<file path="config.mk">
export PLATFORM = sky130hd
export DESIGN_NAME = rvxu_exec
export DESIGN_NICKNAME = d
export VERILOG_FILES = /design/src/rvxu_pkg.sv /design/src/rvxu_exec.sv
export SDC_FILE = /design/constraint.sdc
export NUM_CORES = 2
export LEC_CHECK = 0
export BUFFER_PORTS_ARGS = -buffer_cell sky130_fd_sc_hd__buf_2
export CAP_MARGIN = 20
export CORE_AREA = 2 2 259 261
export DETAILED_ROUTE_END_ITERATION = 10
export DIE_AREA = 0 0 261 263
export SYNTH_ARGS = -nofsm -noshare
export SYNTH_HDL_FRONTEND = slang
export SYNTH_SLANG_ARGS = --single-unit
</file>
<file path="constraint.sdc">
create_clock -name vclk -period 20.1
set_clock_uncertainty 0.15 [all_clocks]
set_input_delay 0 -clock vclk [all_inputs]
set_output_delay 0 -clock vclk [all_outputs]
set_load 0.05 [all_outputs]
</file>
<file path="src/rvxu_pkg.sv">
package rvxu_pkg;

    // Default data memory size in bytes (power of two, at least 4)
    localparam int DMEM_BYTES_DEFAULT = 4096;

    // Program counter value after reset
    localparam logic [31:0] RESET_PC = 32'h0000_0000;

    // Major opcodes
    localparam logic [6:0] OPC_LOAD   = 7'h03;
    localparam logic [6:0] OPC_STORE  = 7'h23;
    localparam logic [6:0] OPC_OPIMM  = 7'h13;
    localparam logic [6:0] OPC_OP     = 7'h33;
    localparam logic [6:0] OPC_LUI    = 7'h37;
    localparam logic [6:0] OPC_JAL    = 7'h6F;
    localparam logic [6:0] OPC_JALR   = 7'h67;
    localparam logic [6:0] OPC_BRANCH = 7'h63;

    // funct3: loads and stores
    localparam logic [2:0] F3_LB  = 3'b000;
    localparam logic [2:0] F3_LH  = 3'b001;
    localparam logic [2:0] F3_LW  = 3'b010;
    localparam logic [2:0] F3_LBU = 3'b100;
    localparam logic [2:0] F3_LHU = 3'b101;
    localparam logic [2:0] F3_SB  = 3'b000;
    localparam logic [2:0] F3_SH  = 3'b001;
    localparam logic [2:0] F3_SW  = 3'b010;

    // funct3: ALU, jumps
    localparam logic [2:0] F3_ADD  = 3'b000;
    localparam logic [2:0] F3_SLL  = 3'b001;
    localparam logic [2:0] F3_SR   = 3'b101;
    localparam logic [2:0] F3_AND  = 3'b111;
    localparam logic [2:0] F3_JALR = 3'b000;

    // funct3: branches
    localparam logic [2:0] F3_BEQ  = 3'b000;
    localparam logic [2:0] F3_BNE  = 3'b001;
    localparam logic [2:0] F3_BLT  = 3'b100;
    localparam logic [2:0] F3_BGE  = 3'b101;
    localparam logic [2:0] F3_BLTU = 3'b110;
    localparam logic [2:0] F3_BGEU = 3'b111;

    // funct7
    localparam logic [6:0] F7_BASE = 7'b0000000;
    localparam logic [6:0] F7_MUL  = 7'b0000001;
    localparam logic [6:0] F7_ALT  = 7'b0100000;

    // Access size, funct3[1:0]
    localparam logic [1:0] SIZE_BYTE = 2'b00;
    localparam logic [1:0] SIZE_HALF = 2'b01;
    localparam logic [1:0] SIZE_WORD = 2'b10;

    typedef enum logic [1:0] {
        FAULT_NONE     = 2'd0,
        FAULT_MISALIGN = 2'd1,
        FAULT_UNSUP    = 2'd2
    } t_fault;

    // Execute stage result, carried into the writeback stage
    typedef struct packed {
        logic [31:0] npc;
        logic        wr;
        logic [4:0]  rd;
        logic [31:0] val;
        logic        ld;
        logic [2:0]  f3;
        logic        mw;
        logic [31:0] maddr;
        t_fault      fault;
    } t_exec;

    // Data memory access
    typedef struct packed {
        logic        wr_en;
        logic        rd_en;
        logic [1:0]  size;
        logic [31:0] addr;
        logic [31:0] wdata;
    } t_mem_req;

    // Result transaction, last field in the low bits
    typedef struct packed {
        t_fault      fault;
        logic [31:0] mem_addr;
        logic        mem_written;
        logic [31:0] dest_value;
        logic [4:0]  dest_reg;
        logic        reg_written;
        logic [31:0] next_pc;
    } t_result;

    localparam int OUT_TDATA_W = (($bits(t_result) + 7) / 8) * 8;

endpackage

</file>
<file path="src/rvxu_exec.sv">
// Decode and execute of one instruction, purely combinational
module rvxu_exec
    import rvxu_pkg::*;
(
    input  logic [31:0] i_ins,
    input  logic [31:0] i_pc,
    input  logic [31:0] i_a,
    input  logic [31:0] i_b,
    output t_exec       o_res
);

    logic [6:0]  opc;
    logic [4:0]  rd;
    logic [2:0]  f3;
    logic [6:0]  f7;
    logic [4:0]  shamt;
    logic [31:0] immi;
    logic [31:0] imms;
    logic [31:0] immb;
    logic [31:0] immj;
    logic [31:0] pc4;
    logic [31:0] ea;
    logic [31:0] pc_tgt;
    logic [31:0] mul_lo;
    logic [31:0] sra_val;
    logic        lt_s;
    logic        lt_u;
    logic        eq;
    logic        misal;

    logic        wr;
    logic        mw;
    logic        ld;
    logic        take;
    logic [31:0] val;
    logic [31:0] npc;
    logic [31:0] maddr;
    t_fault      fault;

    // Field split and immediates
    assign opc   = i_ins[6:0];
    assign rd    = i_ins[11:7];
    assign f3    = i_ins[14:12];
    assign f7    = i_ins[31:25];
    assign shamt = i_ins[24:20];
    assign immi  = {{20{i_ins[31]}}, i_ins[31:20]};
    assign imms  = {{20{i_ins[31]}}, i_ins[31:25], i_ins[11:7]};
    assign immb  = {{20{i_ins[31]}}, i_ins[7], i_ins[30:25], i_ins[11:8], 1'b0};
    assign immj  = {{12{i_ins[31]}}, i_ins[19:12], i_ins[20], i_ins[30:21], 1'b0};

    // Shared adders: rs1 + imm serves addresses, ADDI and JALR
    assign pc4    = i_pc + 32'd4;
    assign ea     = i_a + ((opc == OPC_STORE) ? imms : immi);
    assign pc_tgt = i_pc + ((opc == OPC_JAL) ? immj : immb);

    assign mul_lo  = i_a * i_b;
    assign sra_val = $unsigned($signed(i_a) >>> shamt);
    assign lt_s    = $signed(i_a) < $signed(i_b);
    assign lt_u    = i_a < i_b;
    assign eq      = i_a == i_b;

    // Word needs two low zero bits, half one; bytes always fit
    assign misal = ((f3[1:0] == SIZE_WORD) && (ea[1:0] != 2'b00)) ||
                   ((f3[1:0] == SIZE_HALF) && ea[0]);

    always_comb begin
        wr    = 1'b0;
        mw    = 1'b0;
        ld    = 1'b0;
        take  = 1'b0;
        val   = '0;
        npc   = pc4;
        maddr = '0;
        fault = FAULT_NONE;

        case (opc)
            OPC_LOAD: begin
                maddr = ea;
                if (!(f3 inside {F3_LB, F3_LH, F3_LW, F3_LBU, F3_LHU})) begin
                    fault = FAULT_UNSUP;
                end else if (misal) begin
                    fault = FAULT_MISALIGN;
                end else begin
                    ld = 1'b1;
                    wr = 1'b1;
                end
            end
            OPC_STORE: begin
                maddr = ea;
                if (!(f3 inside {F3_SB, F3_SH, F3_SW})) begin
                    fault = FAULT_UNSUP;
                end else if (misal) begin
                    fault = FAULT_MISALIGN;
                end else begin
                    mw = 1'b1;
                end
            end
            OPC_OPIMM: begin
                case (f3)
                    F3_ADD: begin
                        val = ea;
                        wr  = 1'b1;
                    end
                    F3_AND: begin
                        val = i_a & immi;
                        wr  = 1'b1;
                    end
                    F3_SLL: begin
                        if (f7 == F7_BASE) begin
                            val = i_a << shamt;
                            wr  = 1'b1;
                        end else begin
                            fault = FAULT_UNSUP;
                        end
                    end
                    F3_SR: begin
                        if (f7 == F7_BASE) begin
                            val = i_a >> shamt;
                            wr  = 1'b1;
                        end else if (f7 == F7_ALT) begin
                            val = sra_val;
                            wr  = 1'b1;
                        end else begin
                            fault = FAULT_UNSUP;
                        end
                    end
                    default: fault = FAULT_UNSUP;
                endcase
            end
            OPC_OP: begin
                if (f3 != F3_ADD) begin
                    fault = FAULT_UNSUP;
                end else begin
                    case (f7)
                        F7_BASE: begin
                            val = i_a + i_b;
                            wr  = 1'b1;
                        end
                        F7_MUL: begin
                            val = mul_lo;
                            wr  = 1'b1;
                        end
                        F7_ALT: begin
                            val = i_a - i_b;
                            wr  = 1'b1;
                        end
                        default: fault = FAULT_UNSUP;
                    endcase
                end
            end
            OPC_LUI: begin
                val = {i_ins[31:12], 12'h000};
                wr  = 1'b1;
            end
            OPC_JAL: begin
                val = pc4;
                wr  = 1'b1;
                npc = pc_tgt;
            end
            OPC_JALR: begin
                if (f3 != F3_JALR) begin
                    fault = FAULT_UNSUP;
                end else begin
                    val = pc4;
                    wr  = 1'b1;
                    npc = {ea[31:1], 1'b0};
                end
            end
            OPC_BRANCH: begin
                case (f3)
                    F3_BEQ:  take = eq;
                    F3_BNE:  take = !eq;
                    F3_BLT:  take = lt_s;
                    F3_BGE:  take = !lt_s;
                    F3_BLTU: take = lt_u;
                    F3_BGEU: take = !lt_u;
                    default: fault = FAULT_UNSUP;
                endcase
                if (take) begin
                    npc = pc_tgt;
                end
            end
            default: fault = FAULT_UNSUP;
        endcase

        // Any fault: no side effects, fall through
        if (fault != FAULT_NONE) begin
            wr  = 1'b0;
            mw  = 1'b0;
            ld  = 1'b0;
            npc = pc4;
        end
        if (fault == FAULT_UNSUP) begin
            maddr = '0;
        end
        // x0 discards writes
        if (rd == 5'd0) begin
            wr = 1'b0;
        end
        if (!wr) begin
            val = '0;
        end
    end

    assign o_res.npc   = npc;
    assign o_res.wr    = wr;
    assign o_res.rd    = wr ? rd : 5'd0;
    assign o_res.val   = val;
    assign o_res.ld    = ld;
    assign o_res.f3    = f3;
    assign o_res.mw    = mw;
    assign o_res.maddr = maddr;
    assign o_res.fault = fault;

endmodule

</file>
==> summary.md <==
| Metric | Value |
|---|---|
| Netlist cell types | 93 |
| Worst Path Arrival | 7.90 ns |
| Post-route ant nets | 0 |
| Final min period | 8.046 ns |
| Cells after Synth | ~3.8k |
| Worst path top cell family by delay | adder cells |
| Sequential cell count | 0 |
| Share of the synthesized area in the top cell type | 28.66% |
| Critical path launch point type | input port |
| Status | finished, final reports clean |
| Remaining global-route overflow | 0 |
| Setup slack after layout | ~12 ns |
| CP dominant cell by count | fa_1 |
| Worst Path Max Fanout | 18 |
| Hold path endpoint | o_res[72] |
| Slowest cell on the critical path | fa_1 |
| DRC Markers | 0 |
| Avg Vias per Cell | 6.100 |
| Most numerous cell in the Yosys netlist | inv_1 |
| Wire length per cell | 26.12 µm |
| Via count | roughly 29k |
| IO Pins | 237 |
| Drt total wl | between 100,000 and 150,000 µm |
| Buf/Inv on CP | 6 |
| Mapped Avg Cell Area | around 7.6 µm² |
| Vias in the first global route | 27.52k |
| Initial antenna violation count | 9 |
| Final Max Tran Viols | 0 |
| Fill cell count | 6,815 |
| Hold path cells | 3 |
| Fin nets | 4,600 |
| Critical Path RT | approximately 20 ns |
| Hold buffer count at cts | 0 |
| FP Rows | 94 |
| Ys Warns | 0 |
| Hold_sp | i_ins[8] |
| Area Overhead vs Synth | 5.656% |
| Synth top cells by count | inv_1 (476), nand2_1 (419), fa_1 (412), nor2_1 (284), and2_1 (271) |
| Largest cells by area after synthesis | fa_1 (29%), ha_1 (11%), inv_1 (6.2%) |
| Final setup violation count | 0 |
| Crit path largest cell delay | 0.51 ns |
| Slew HR | 19.93% |
| Worst min path class | in -> out |
| Syn nets | about 4.6k |
| Drt first pass iters | 6 |
| Design Area, Final | approximately 30,000 µm² |
| RSZ-0062 raised after global routing | false |
| Maximum clock frequency | 124.3 MHz |
| Post-CTS sizing | 0 |
| GRT Total Usage | 34.90% |
| Initial Util | 43.85% |
| Die Wd | ~260 µm |
| CP startpoint | i_a[1] |
| Clk_buf instances | 0 |
| Period utilization | 40.03% |
| Core region area | around 66,000 µm² |
| Pre-CTS setup slack | roughly 12 ns |
| First-pass GRT wire length | 180,100 µm |
| DIE HEIGHT | between 200 and 300 µm |
| Largest net degree at the start of global routing | 77 |
| Placer Congestion | 1.020 |
| Port Buffers | 237 |
| Register area | 0 µm² |
| Hpwl dp | roughly 95,000 µm |
| Layout cells sized above 1 | 9.740% |
| Slew @ Worst Pin | between 1 and 1.5 ns |
| Area leader, netlist | fa_1 |
| Final Hold Viols | 0 |
| Crit end category | output pin |
| Placed cell areas | about 30,000 µm² |
| Postcts setup bufs | 0 |
| WS Path Type | in -> out |
| Synthesized area | 28,780 µm² |
| Die area | 68,640 µm² |
| Total negative slack | 0 ns |
| Drt initial violations | 3,288 |
| Sequential element share of the synthesized area | 0% |
| Max Cap Viol | 0 |
## area by class of cell
| class | count | area (µm²) | share of cell area [%] |
|---|---|---|---|
| diodes | 6 | 15.01 | 0.04938 |
| multi-input cells | 3047 | 25990 | 85.49 |
| inverters | 483 | 1813 | 5.963 |
| well taps | 864 | 1081 | 3.555 |
| repair buffers | 279 | 1504 | 4.946 |
## layer usage
metal / GRT usage, % / routed length [µm]
met3: 6.393 / 12440
met4: 9.828 / 4109
met1: 50.44 / 52550
met2: 53.06 / 53070
met5: 0 / 37
## how the worst max path moves through the flow
stage                     slack (ns)        end  depth (start not counted)
after floorplan                12.85  o_res[70]                         24
after global placement         12.25  o_res[70]                         25
after detailed placement       12.22  o_res[70]                         25
after CTS                      12.22  o_res[70]                         25
after global routing           11.85  o_res[67]                         27
final                          12.05  o_res[68]                         27
## placed cells by master, fill, tap and decap left out, types with 35 or more instances in the layout
cell and count:
inv_1 476, nand2_1 419, fa_1 412, nor2_1 283
and2_1 271, ha_1 249, buf_2 236, a21oi_1 223
o21ai_0 198, xnor2_1 125, mux2i_1 76, xor2_1 73
nor3_1 53, a21o_1 49, nand2b_1 48, buf_4 43
nand3_1 42, a31oi_1 35
## cells by family after synthesis
logic type / after synthesis / synth area share [%]
muxes: 111 / 4.913
xor gates and xnor gates: 198 / 6.026
and+or+nand+nor: 1255 / 21.12
adders and majority gates: 661 / 39.49
AOI/OAI and AO/OA: 822 / 18.65
buffers and inverters: 724 / 9.804
## per-stage QoR
| stage | hold WS [ns] | utilization, % | instances |
|---|---|---|---|
| floorplan | 0.01705 | - | 3771 |
| detailed placement | 0.3136 | 46.30 | 4672 |
| global route | 0.3235 | 46.33 | 4679 |
| CTS | 0.3139 | 46.30 | 4672 |
| global placement | 0.3117 | 46.30 | 4672 |
| finish | 0.3147 | 46.33 | 4679 |
Power is not shown: default switching activity piles up to over one toggle a cycle in this logic, so the estimate is an artifact.
